`src/rtl/ssl_pkg.sv`:
```
// ----------------------------------------------------------------------------
// ssl_pkg
// Shared types and codes for the setpoint schedule lookup block.
// ----------------------------------------------------------------------------
package ssl_pkg;

  // Field widths fixed by the item format.
  localparam int TIME_W  = 17;
  localparam int VALUE_W = 16;
  localparam int PIDX_W  = 8;

  // Operation codes decided by the front end.
  typedef logic [1:0] op_t;
  localparam op_t OP_LOAD   = 2'd0;
  localparam op_t OP_DROP   = 2'd1;
  localparam op_t OP_LOOKUP = 2'd2;

  // Result status codes.
  typedef logic [1:0] status_t;
  localparam status_t ST_OK           = 2'd0;
  localparam status_t ST_NO_SCHEDULE  = 2'd1;
  localparam status_t ST_LOADED       = 2'd2;
  localparam status_t ST_OUT_OF_RANGE = 2'd3;

  // One classified item waiting in the queue. The time field carries the
  // point time for a load and the current time for a lookup.
  typedef struct packed {
    op_t                        op;
    logic [PIDX_W-1:0]          index;
    logic [TIME_W-1:0]          stamp;
    logic signed [VALUE_W-1:0]  value;
    logic                       last;
  } cmd_t;

endpackage

```
`src/rtl/ssl_front.sv`:
```
// ----------------------------------------------------------------------------
// ssl_front
// Accepts input beats, classifies them and holds them in a two-entry queue.
// ----------------------------------------------------------------------------
module ssl_front import ssl_pkg::*; #(
  parameter int MAX_POINTS = 16
) (
  input  logic                      clk,
  input  logic                      rst_n,
  input  logic                      in_valid,
  output logic                      in_stall,
  input  logic                      in_command,
  input  logic [PIDX_W-1:0]         in_point_index,
  input  logic [TIME_W-1:0]         in_point_time,
  input  logic signed [VALUE_W-1:0] in_point_value,
  input  logic                      in_last_point,
  input  logic [TIME_W-1:0]         in_now_seconds,
  output logic                      q_valid,
  output cmd_t                      q_cmd,
  input  logic                      q_pop
);

  cmd_t       slot_r [2];
  logic       wp_r, wp_nxt;
  logic       rp_r, rp_nxt;
  logic [1:0] cnt_r, cnt_nxt;
  logic       push;
  cmd_t       cmd_in;

  // Classify the incoming beat.
  always_comb begin
    cmd_in.index = in_point_index;
    cmd_in.value = in_point_value;
    cmd_in.last  = in_last_point;
    if (in_command) begin
      cmd_in.op    = OP_LOOKUP;
      cmd_in.stamp = in_now_seconds;
    end else begin
      cmd_in.stamp = in_point_time;
      if ({1'b0, in_point_index} >= (PIDX_W+1)'(MAX_POINTS)) begin
        cmd_in.op = OP_DROP;
      end else begin
        cmd_in.op = OP_LOAD;
      end
    end
  end

  // Queue pointers and fill level.
  assign in_stall = (cnt_r == 2'd2);
  assign push     = in_valid && !in_stall;
  assign q_valid  = (cnt_r != 2'd0);
  assign q_cmd    = slot_r[rp_r];

  always_comb begin
    wp_nxt  = push  ? ~wp_r : wp_r;
    rp_nxt  = q_pop ? ~rp_r : rp_r;
    cnt_nxt = cnt_r + {1'b0, push} - {1'b0, q_pop};
  end

  always_ff @(posedge clk) begin
    if (!rst_n) begin
      wp_r  <= 1'b0;
      rp_r  <= 1'b0;
      cnt_r <= 2'd0;
    end else begin
      wp_r  <= wp_nxt;
      rp_r  <= rp_nxt;
      cnt_r <= cnt_nxt;
    end
  end

  // Queue storage needs no reset.
  always_ff @(posedge clk) begin
    if (push) begin
      slot_r[wp_r] <= cmd_in;
    end
  end

endmodule

```
`src/rtl/ssl_back.sv`:
```
// ----------------------------------------------------------------------------
// ssl_back
// Schedule table, search walk sequencer and result register.
// ----------------------------------------------------------------------------
module ssl_back import ssl_pkg::*; #(
  parameter int MAX_POINTS = 16
) (
  input  logic                      clk,
  input  logic                      rst_n,
  input  logic                      q_valid,
  input  cmd_t                      q_cmd,
  output logic                      q_pop,
  output logic                      out_valid,
  input  logic                      out_stall,
  output logic signed [VALUE_W-1:0] out_setpoint,
  output logic [1:0]                out_status
);

  localparam int IDX_W = (MAX_POINTS > 1) ? $clog2(MAX_POINTS) : 1;
  localparam int CNT_W = $clog2(MAX_POINTS + 1);
  localparam int WORD_W = TIME_W + VALUE_W;

  localparam logic [1:0] S_IDLE = 2'd0;
  localparam logic [1:0] S_FWD  = 2'd1;
  localparam logic [1:0] S_BWD  = 2'd2;
  localparam logic [1:0] S_WRAP = 2'd3;

  logic [1:0]                state_r, state_nxt;
  logic [IDX_W-1:0]          k_r, k_nxt;
  logic [IDX_W-1:0]          last_r, last_nxt;
  logic [TIME_W-1:0]         now_r, now_nxt;
  logic [CNT_W-1:0]          count_r, count_nxt;
  logic [IDX_W-1:0]          sidx_r, sidx_nxt;
  logic signed [VALUE_W-1:0] cur_r, cur_nxt;

  logic [WORD_W-1:0]         mem [MAX_POINTS];
  logic [WORD_W-1:0]         rd_r;
  logic [IDX_W-1:0]          raddr;
  logic [IDX_W-1:0]          waddr;
  logic                      we;

  logic                      out_valid_r;
  logic signed [VALUE_W-1:0] out_setpoint_r;
  status_t                   out_status_r;
  logic                      res_load;
  logic signed [VALUE_W-1:0] res_sp;
  status_t                   res_st;

  logic                      out_free;
  logic [TIME_W-1:0]         rtime;
  logic signed [VALUE_W-1:0] rvalue;
  logic [IDX_W-1:0]          last_w;
  logic [IDX_W-1:0]          kc;
  logic [IDX_W:0]            k_plus1;

  assign out_free = !out_valid_r || !out_stall;
  assign rtime    = rd_r[WORD_W-1:VALUE_W];
  assign rvalue   = signed'(rd_r[VALUE_W-1:0]);
  assign last_w   = IDX_W'(count_r - 1'b1);
  assign k_plus1  = {1'b0, k_r} + 1'b1;
  assign waddr    = IDX_W'(q_cmd.index);

  // Stale search index is clamped to the last point.
  always_comb begin
    if (CNT_W'(sidx_r) >= count_r) begin
      kc = last_w;
    end else begin
      kc = sidx_r;
    end
  end

  // Sequencer: one table read per cycle while walking.
  always_comb begin
    state_nxt = state_r;
    k_nxt     = k_r;
    last_nxt  = last_r;
    now_nxt   = now_r;
    count_nxt = count_r;
    sidx_nxt  = sidx_r;
    cur_nxt   = cur_r;
    q_pop     = 1'b0;
    we        = 1'b0;
    raddr     = k_r;
    res_load  = 1'b0;
    res_sp    = cur_r;
    res_st    = ST_OK;
    case (state_r)
      S_IDLE: begin
        if (q_valid && out_free) begin
          q_pop = 1'b1;
          case (q_cmd.op)
            OP_LOAD: begin
              we = 1'b1;
              if (q_cmd.last) begin
                count_nxt = CNT_W'({1'b0, q_cmd.index} + 1'b1);
              end
              res_load = 1'b1;
              res_st   = ST_LOADED;
            end
            OP_LOOKUP: begin
              if (count_r == '0) begin
                res_load = 1'b1;
                res_st   = ST_NO_SCHEDULE;
              end else begin
                last_nxt = last_w;
                k_nxt    = kc;
                now_nxt  = q_cmd.stamp;
                if (kc < last_w) begin
                  raddr     = IDX_W'({1'b0, kc} + 1'b1);
                  state_nxt = S_FWD;
                end else begin
                  raddr     = kc;
                  state_nxt = S_BWD;
                end
              end
            end
            default: begin
              res_load = 1'b1;
              res_st   = ST_OUT_OF_RANGE;
            end
          endcase
        end
      end
      S_FWD: begin
        // Read data holds the time of point k + 1.
        if (rtime <= now_r) begin
          k_nxt = k_plus1[IDX_W-1:0];
          if (k_plus1 < {1'b0, last_r}) begin
            raddr = IDX_W'(k_plus1 + 1'b1);
          end else begin
            raddr     = k_plus1[IDX_W-1:0];
            state_nxt = S_BWD;
          end
        end else begin
          raddr     = k_r;
          state_nxt = S_BWD;
        end
      end
      S_BWD: begin
        // Read data holds point k.
        if (k_r != '0 && rtime > now_r) begin
          k_nxt = k_r - 1'b1;
          raddr = k_r - 1'b1;
        end else if (k_r == '0 && rtime > now_r) begin
          raddr     = last_r;
          state_nxt = S_WRAP;
        end else if (out_free) begin
          cur_nxt   = rvalue;
          sidx_nxt  = k_r;
          res_load  = 1'b1;
          res_sp    = rvalue;
          res_st    = ST_OK;
          state_nxt = S_IDLE;
        end else begin
          raddr = k_r;
        end
      end
      S_WRAP: begin
        // Now is before the first point: take the last point's value.
        raddr = last_r;
        if (out_free) begin
          cur_nxt   = rvalue;
          sidx_nxt  = k_r;
          res_load  = 1'b1;
          res_sp    = rvalue;
          res_st    = ST_OK;
          state_nxt = S_IDLE;
        end
      end
      default: begin
        state_nxt = S_IDLE;
      end
    endcase
  end

  // Control and schedule state.
  always_ff @(posedge clk) begin
    if (!rst_n) begin
      state_r <= S_IDLE;
      count_r <= '0;
      sidx_r  <= '0;
      cur_r   <= '0;
    end else begin
      state_r <= state_nxt;
      count_r <= count_nxt;
      sidx_r  <= sidx_nxt;
      cur_r   <= cur_nxt;
    end
  end

  // Walk registers need no reset.
  always_ff @(posedge clk) begin
    k_r    <= k_nxt;
    last_r <= last_nxt;
    now_r  <= now_nxt;
  end

  // Schedule table with a registered read port.
  always_ff @(posedge clk) begin
    if (we) begin
      mem[waddr] <= {q_cmd.stamp, q_cmd.value};
    end
    rd_r <= mem[raddr];
  end

  // Result register: a new result may load while the old one is taken.
  always_ff @(posedge clk) begin
    if (!rst_n) begin
      out_valid_r <= 1'b0;
    end else if (res_load) begin
      out_valid_r <= 1'b1;
    end else if (!out_stall) begin
      out_valid_r <= 1'b0;
    end
  end

  always_ff @(posedge clk) begin
    if (res_load) begin
      out_setpoint_r <= res_sp;
      out_status_r   <= res_st;
    end
  end

  assign out_valid    = out_valid_r;
  assign out_setpoint = out_setpoint_r;
  assign out_status   = out_status_r;

`ifndef SYNTH
  // A walk only runs with a loaded schedule.
  a_walk_has_schedule: assert property (@(posedge clk) disable iff (!rst_n)
    (state_r != S_IDLE) |-> (count_r != '0))
    else $error("search walk running with empty schedule");

  // The walk index never passes the last point.
  a_walk_in_bounds: assert property (@(posedge clk) disable iff (!rst_n)
    (state_r != S_IDLE) |-> (k_r <= last_r))
    else $error("search index beyond last point");

  // Queue entries are taken only while the sequencer is idle.
  a_pop_when_idle: assert property (@(posedge clk) disable iff (!rst_n)
    q_pop |-> (state_r == S_IDLE && q_valid))
    else $error("queue popped outside idle");

  // A successful lookup result follows a walk and updates the setpoint.
  a_ok_from_walk: assert property (@(posedge clk) disable iff (!rst_n)
    (res_load && res_st == ST_OK) |=> (cur_r == out_setpoint_r))
    else $error("lookup result does not match kept setpoint");
`endif

endmodule

```
`src/rtl/setpoint_schedule_lookup.sv`:
```
// A load, a dropped load or a lookup with no schedule passes through the queue
// and then loads the result register; a walking lookup first walks the table,
// reading one table entry per cycle and moving one point per step. A new item
// is taken only once a walk is done; the input queue holds two waiting beats.
// Reset clears the point count, search index, setpoint and queue; the table
// itself is not cleared, and the block accepts beats right after reset.
// ----------------------------------------------------------------------------
// setpoint_schedule_lookup
// Daily setpoint schedule: loads points and finds the setpoint for a time.
// ----------------------------------------------------------------------------
module setpoint_schedule_lookup import ssl_pkg::*; #(
  parameter int MAX_POINTS = 16
) (
  input  logic                      clk,
  input  logic                      rst_n,
  input  logic                      in_valid,
  output logic                      in_stall,
  input  logic                      in_command,
  input  logic [PIDX_W-1:0]         in_point_index,
  input  logic [TIME_W-1:0]         in_point_time,
  input  logic signed [VALUE_W-1:0] in_point_value,
  input  logic                      in_last_point,
  input  logic [TIME_W-1:0]         in_now_seconds,
  output logic                      out_valid,
  input  logic                      out_stall,
  output logic signed [VALUE_W-1:0] out_setpoint,
  output logic [1:0]                out_status
);

  logic q_valid;
  logic q_pop;
  cmd_t q_cmd;

  // Front end: classification and queue.
  ssl_front #(.MAX_POINTS(MAX_POINTS)) u_front (
    .clk            (clk),
    .rst_n          (rst_n),
    .in_valid       (in_valid),
    .in_stall       (in_stall),
    .in_command     (in_command),
    .in_point_index (in_point_index),
    .in_point_time  (in_point_time),
    .in_point_value (in_point_value),
    .in_last_point  (in_last_point),
    .in_now_seconds (in_now_seconds),
    .q_valid        (q_valid),
    .q_cmd          (q_cmd),
    .q_pop          (q_pop)
  );

  // Back end: table, walk and result register.
  ssl_back #(.MAX_POINTS(MAX_POINTS)) u_back (
    .clk          (clk),
    .rst_n        (rst_n),
    .q_valid      (q_valid),
    .q_cmd        (q_cmd),
    .q_pop        (q_pop),
    .out_valid    (out_valid),
    .out_stall    (out_stall),
    .out_setpoint (out_setpoint),
    .out_status   (out_status)
  );

endmodule

```
`config.mk`:
```
export PLATFORM = sky130hd
export DESIGN_NAME = setpoint_schedule_lookup
export DESIGN_NICKNAME = d
export VERILOG_FILES = /design/src/rtl/ssl_pkg.sv /design/src/rtl/ssl_front.sv /design/src/rtl/ssl_back.sv /design/src/rtl/setpoint_schedule_lookup.sv
export SDC_FILE = /design/constraint.sdc
export NUM_CORES = 1
export LEC_CHECK = 0
export ABC_AREA = 0
export ABC_CLOCK_PERIOD_IN_PS = 4000
export BUFFER_PORTS_ARGS = -buffer_cell sky130_fd_sc_hd__buf_2
export CELL_PAD_IN_SITES_DETAIL_PLACEMENT = 0
export CELL_PAD_IN_SITES_GLOBAL_PLACEMENT = 1
export CORE_ASPECT_RATIO = 0.7
export CORE_MARGIN = 5
export CORE_UTILIZATION = 50
export CTS_BUF_LIST = sky130_fd_sc_hd__clkbuf_4 sky130_fd_sc_hd__clkbuf_8
export DETAILED_ROUTE_END_ITERATION = 6
export GPL_ROUTABILITY_DRIVEN = 0
export GPL_TIMING_DRIVEN = 0
export PLACE_DENSITY_LB_ADDON = 0.1
export REMOVE_ABC_BUFFERS = 1
export SETUP_SLACK_MARGIN = 0.2
export SKIP_CTS_REPAIR_TIMING = 1
export SYNTH_ARGS = -nofsm -noshare
export SYNTH_HDL_FRONTEND = slang
export SYNTH_SLANG_ARGS = --single-unit
```
`constraint.sdc`:
```
create_clock -name clk -period 4 [get_ports clk]
set_input_delay 0.8 -clock clk [delete_from_list [all_inputs] [get_ports clk]]
set_output_delay 0.8 -clock clk [all_outputs]
set_load 0.03 [all_outputs]
```
* Yosys cells after proc, flatten, opt, wreduce, memory -nomap -nowiden
Memory sizes are Yosys's and may differ from the RTL's. A register that Yosys moved wholly into a read port is not among the register bits. Index checks and enable logic that the tools add are counted.
Word-level totals: output and inout port bits 20, bits in writable memories 616, input bits 64, word-level logic and storage cells 127, memories kept 2, bits in registers 75
Memory list:
- u_back.mem | words 16, width 33, read ports 1, clocked after memory_dff 1, write ports 1, RTL line ssl_back.sv:36 | logic [WORD_W-1:0] mem [MAX_POINTS];
- u_front.slot_r | words 2, width 44, read ports 1, clocked after memory_dff 1, write ports 1, RTL line ssl_front.sv:23 | cmd_t slot_r [2];
Operators by class: equality and inequality tests 14, bitwise gates (word level) 3, reduce and logical (&&, ||, !) cells 22, magnitude comparators 6, add/subtract/negate cells 8, mux-type cells 59
Operator list (count):
- 4-bit two-way mux | 17
- 16-bit two-way mux | 3
- 16-bit one-hot mux with 2 select lines | 1
- 1-bit two-way mux | 21
- 2-bit two-way mux | 10
- 17-bit greater-than comparator | 1
- 17-bit less-or-equal comparator | 1
- 17-bit two-way mux | 1
- 4-bit one-hot mux with 4 select lines | 1
- 4-bit one-hot mux with 3 select lines | 1
- 4-bit by 1-bit adder with 4-bit output (second input constant) | 2
- 2-bit == test (second input constant) | 4
- 8-bit by 5-bit >= comparator with 1-bit output (second input constant) | 1
- 2-bit by 1-bit != test with 1-bit output (second input constant) | 4
- 2-bit != test (second input constant) | 4
- 2-bit one-hot mux with 4 select lines | 1
- 4-bit one-hot mux with 2 select lines | 1
- 4-bit AND reduction | 2
- 4-bit by 1-bit subtractor with 4-bit output (second input constant) | 2
- 6-bit AND reduction | 1
- 4-bit by 1-bit adder with 5-bit output (second input constant) | 1
- 5-bit by 1-bit adder with 5-bit output (second input constant) | 1
- 4-bit by 5-bit >= comparator with 1-bit output | 1
- 5-bit zero test | 1
- 20 further kinds | 29

* Logic depth before layout (Yosys ltp)
depth in word-level cells 8, gate-level depth with buffers 21, depth with buffers taken out 18

* Modules after synthesis
A second synthesis with hierarchy kept.
Unflattened totals: cell total of the unflattened synthesis 1858, area, all modules 30130.1 um2
By module, submodules not included:
- ssl_back | cells each 1675, instances 1, area each 26266.4 um2
- ssl_front | cells each 183, instances 1, area each 3863.7 um2

* Least setup slack after synthesis
No wires, ideal clock.
path type register to register, start reg u_back.sidx_r[0], end reg u_back.rd_r[10], read port of u_back.mem, arrival 4.257 ns, cell stages (with the launch flop) 19, data required time 3.874 ns, path slack -0.383 ns, path buffers 2, path through dfxtp_1 inv_1 ha_1 nand2b_1 a211oi_1 o31a_1 nor2_1 o21ai_0 ha_1 o31a_1 o311ai_1 and2_1 mux2_2 o221ai_1 clkbuf_1 clkbuf_1 a22oi_1 a22oi_1 nand3_1
Between the ends: longest elaborated chain between the ends 8, elaborated cells between the ends (all ways) 9
RTL lines:
- from (decl) | RTL line ssl_back.sv:33 | logic [IDX_W-1:0] sidx_r, sidx_nxt;
- from (signal assigned) | RTL line ssl_back.sv:186 | sidx_r <= sidx_nxt;
- 4-bit by 5-bit >= comparator with 1-bit output | RTL line ssl_back.sv:65 | if (CNT_W'(sidx_r) >= count_r) begin
- 4-bit two-way mux * | RTL line ssl_back.sv:65
- 4-bit by 1-bit adder with 4-bit output or 4-bit < comparator (tied branches) | RTL line ssl_back.sv:109, ssl_back.sv:108
- 4-bit two-way mux * | RTL line ssl_back.sv:108 | if (kc < last_w) begin
- 4-bit two-way mux * | RTL line ssl_back.sv:101 | if (count_r == '0) begin
- 4-bit two-way mux * | RTL line ssl_back.sv:91 | case (q_cmd.op)
- 4-bit two-way mux * | RTL line ssl_back.sv:89 | if (q_valid && out_free) begin
- 4-bit one-hot mux with 4 select lines * | RTL line ssl_back.sv:87 | case (state_r)
- to (decl) | RTL line ssl_back.sv:37 | logic [WORD_W-1:0] rd_r;
Mark *: on every way between the ends. The rest lies on a longest branch, timed or not. A chain may end at the register's enable or synchronous reset.

* Final worst setup path
start reg u_back.sidx_r[0], end reg u_back.rd_r[17], read port of u_back.mem
Same word-level chain as after synthesis.

==> flow_summary.yaml <==
worst_setup_path:
  r2r_cells: 24
  critPathRequiredTime_ps: 4560
  arrival_ps: 4880
  start_kind: "flop"
  end_kind: "flop"
  critPathKind: "reg -> reg"
  cp_max_fo: 11
clock_tree:
  clock_latency_ps: 710
  cts_tree: "built"
  cts_made_buffers: 108
  ctsLongestPathBuffers: 3
  htreeDepth: 3
  root_buffer: "clkbuf_8"
  path_clk_slew_ps: 60
  cts_sinks: 719
status:
  status: "complete, but fails checks"
  violations: "setup timing"
synthesis:
  synth_top_area_share_pct: 67.8
  synth_warnings: 0
  synthCells: 1889
  synth_ff_type: "edfxtp_1"
  synth-seq-cells: 719
  syn_area_um2: 28900
  synth-edff-count: 653
  ys_top_cells_by_area: "edfxtp_1 (68%), mux2i_1 (5.0%), dfxtp_1 (4.6%)"
  async_reset_ff_share_pct: 0
  syn_avg_cell_area_um2: 15.3
  synth.largest_area_cell: "edfxtp_1"
  seq_area_frac_synth_pct: 72.4
  ys_types: 53
sta:
  worst_slew_pin_slew_ps: 1320
  setup_ws_ps: -321
  finalHoldViolCount: 0
  clock_skew_ps: 25.3
  finalCriticalPeriod_ps: 4320
  setup_viol: 33
  slew_viol_final: 0
  whs_ps: 297
  max_freq_mhz: 231
  period_share_pct: 108
  grt_setup_unrepaired: "yes"
  fin_setup_tns_ps: -7130
  slew-limit-headroom_pct: 12.2
route:
  drt-initial-drc-count: 1674
  ant_nets: 0
  drc_errors: 0
  dr.pass1.iters: 5
  vias: 17600
  totalWireLength_mm: 77.0
  vias_per_cell: 5.85
  wl_per_cell_um: 25.6
power_and_ir_drop:
  power_mw: 34.7
  ir_drop_mv: 0.463
  leakage_nw: 12.9
  powerDensity_nw_per_um2: 974
grt:
  grt_start_max_net_pins: 59
  track_usage_pct: 21.0
  grt_overflow: 0
  grt_pass1_wl_mm: 101
  antenna_found_initial: 0
  grt_pass1_vias: 16500
floorplanning:
  fp.coreArea_um2: 57000
  core.rowCount: 73
  pin_count: 84
  start_util_pct: 50.8
  fp.dieW_um: 297
  die_y_um: 211
  die-area_um2: 62800
placed_design:
  dpl.hpwl_mm: 40.6
  port_buffers: 83
  pre_cts_ws_ps: -1800
job:
  drv_cap: 0
final_layout:
  syn2layout_area_growth_pct: 23.0
  nNetsFinal: 2274
  post_route_cells_drive_above_1_share_pct: 28.0
  diodes: 0
worst_hold_path:
  holdCritPathClass: "in -> reg"
  min_delay_path_depth: 1
[worst paths after layout]
| path | slack (ps) | start | end |
|---|---|---|---|
| worst min-delay path | 300 | in_point_value[0] | u_front.slot_r[1][1] |
| worst max-delay path | -320 | u_back.sidx_r[0] | u_back.rd_r[17] |
| worst min register to register | 530 | u_back.count_r[1] | u_back.count_r[1] |
| worst max register to register | -320 | u_back.sidx_r[0] | u_back.rd_r[17] |
[synth_stat cells (all sizes together), types with 5 or more instances]
library cell  instances
xnor2                13
nor2b                 8
a22oi               131
o21ai                33
o31a                  5
mux2i               145
clkbuf               65
ha                   44
mux2                 56
a221o                69
a21oi               156
nor2                 26
edfxtp              653
nor3                 10
inv                  47
buf                  49
dfxtp                66
and2                 46
nand3                51
nand2               159
[worst max-delay path, cell delays in order, from the launching register on]
cell,delay (ps)
dfxtp_4,350
inv_4,40
ha_4,240
nand2b_4,100
a211oi_2,60
o31a_1,360
nor2_4,180
o21ai_4,100
ha_4,280
nand3_2,70
nor3_2,160
o311ai_2,120
buf_4,170
nor4bb_4,160
o311ai_4,390
o21ai_4,140
clkbuf_16,180
buf_16,140
buf_16,150
buf_4,140
clkbuf_16,160
nand2_1,70
a22oi_1,70
a22oi_1,200
nand3_1,150
[cells in the final DEF (no fill, tap or decap), types with 4 or more instances in the layout]
cell type / n
edfxtp_1: 653
nand2_1: 155
a21oi_1: 146
mux2i_1: 136
clkbuf_8: 124
a22oi_1: 114
buf_2: 83
buf_4: 76
a221o_1: 68
dfxtp_1: 60
mux2_2: 55
clkbuf_4: 52
inv_1: 46
nand3_1: 42
ha_1: 41
clkbuf_16: 35
buf_12: 33
and2_1: 29
o21ai_0: 28
buf_16: 22
buf_6: 21
nor2_1: 20
a22oi_2: 17
and2_2: 16
xnor2_1: 13
clkinv_2: 11
clkinv_1: 11
a21oi_2: 9
nand3_2: 9
nor3_1: 9
nor2b_1: 8
mux2i_2: 8
nor2_4: 7
buf_8: 6
dfxtp_2: 5
o31a_1: 4
a21o_1: 4
xor2_1: 4
[area by class of cell]
class / count / area, µm²
tap: 750 / 938
clock buffer: 176 / 2100
fill: 4232 / 21400
inverter: 47 / 179
clock inverter: 28 / 191
multi-input combinational: 1014 / 7790
sequential: 719 / 20900
timing repair buffer: 276 / 3450
[sequential cells by signal (all words and copies together), names as in the netlist, 5 cells and up, named ones only]
name	cells
u_back.mem	528
u_front.slot_r	82
u_back.rd_r	33
u_back.now_r	17
u_back.cur_r	16
u_back.out_setpoint	16
u_back.count_r	5
[cell families (layout without fill, tap and decap cells)]
family / after synthesis / in the layout / synth area share [%]
DFF: 719 / 719 / 72.4
AOI/OAI and AO/OA: 429 / 432 / 10.2
and+or+nand+nor: 318 / 320 / 5.06
muxes: 201 / 201 / 7.20
buffers and inverters: 161 / 527 / 2.75
adders and majority gates: 44 / 44 / 1.90
xor gates and xnor gates: 17 / 17 / 0.515
[power breakdown]
part	internal (mW)	switching, mW
sequential	9.50	0.313
clock	3.44	2.79
combinational	8.72	9.89
total	21.7	13.0
[through the flow]
stage               std cells  instance area [µm²]  util [%]
floorplan                1775                28300         -
global placement         2608                29700      52.0
detailed placement       2655                30800      54.0
CTS                      2859                33100      58.0
global route             3010                35600      62.4
finish                   3010                35600      62.4
[layer usage]
metal,wire length (µm),vias up,track usage (%)
li1,-,7940,-
met2,35200,618,32.0
met4,1160,0,5.11
met1,35500,8975,31.7
met3,5190,84,3.91
met5,0,-,0
No activity file was read; power rests on OpenSTA's default activity.
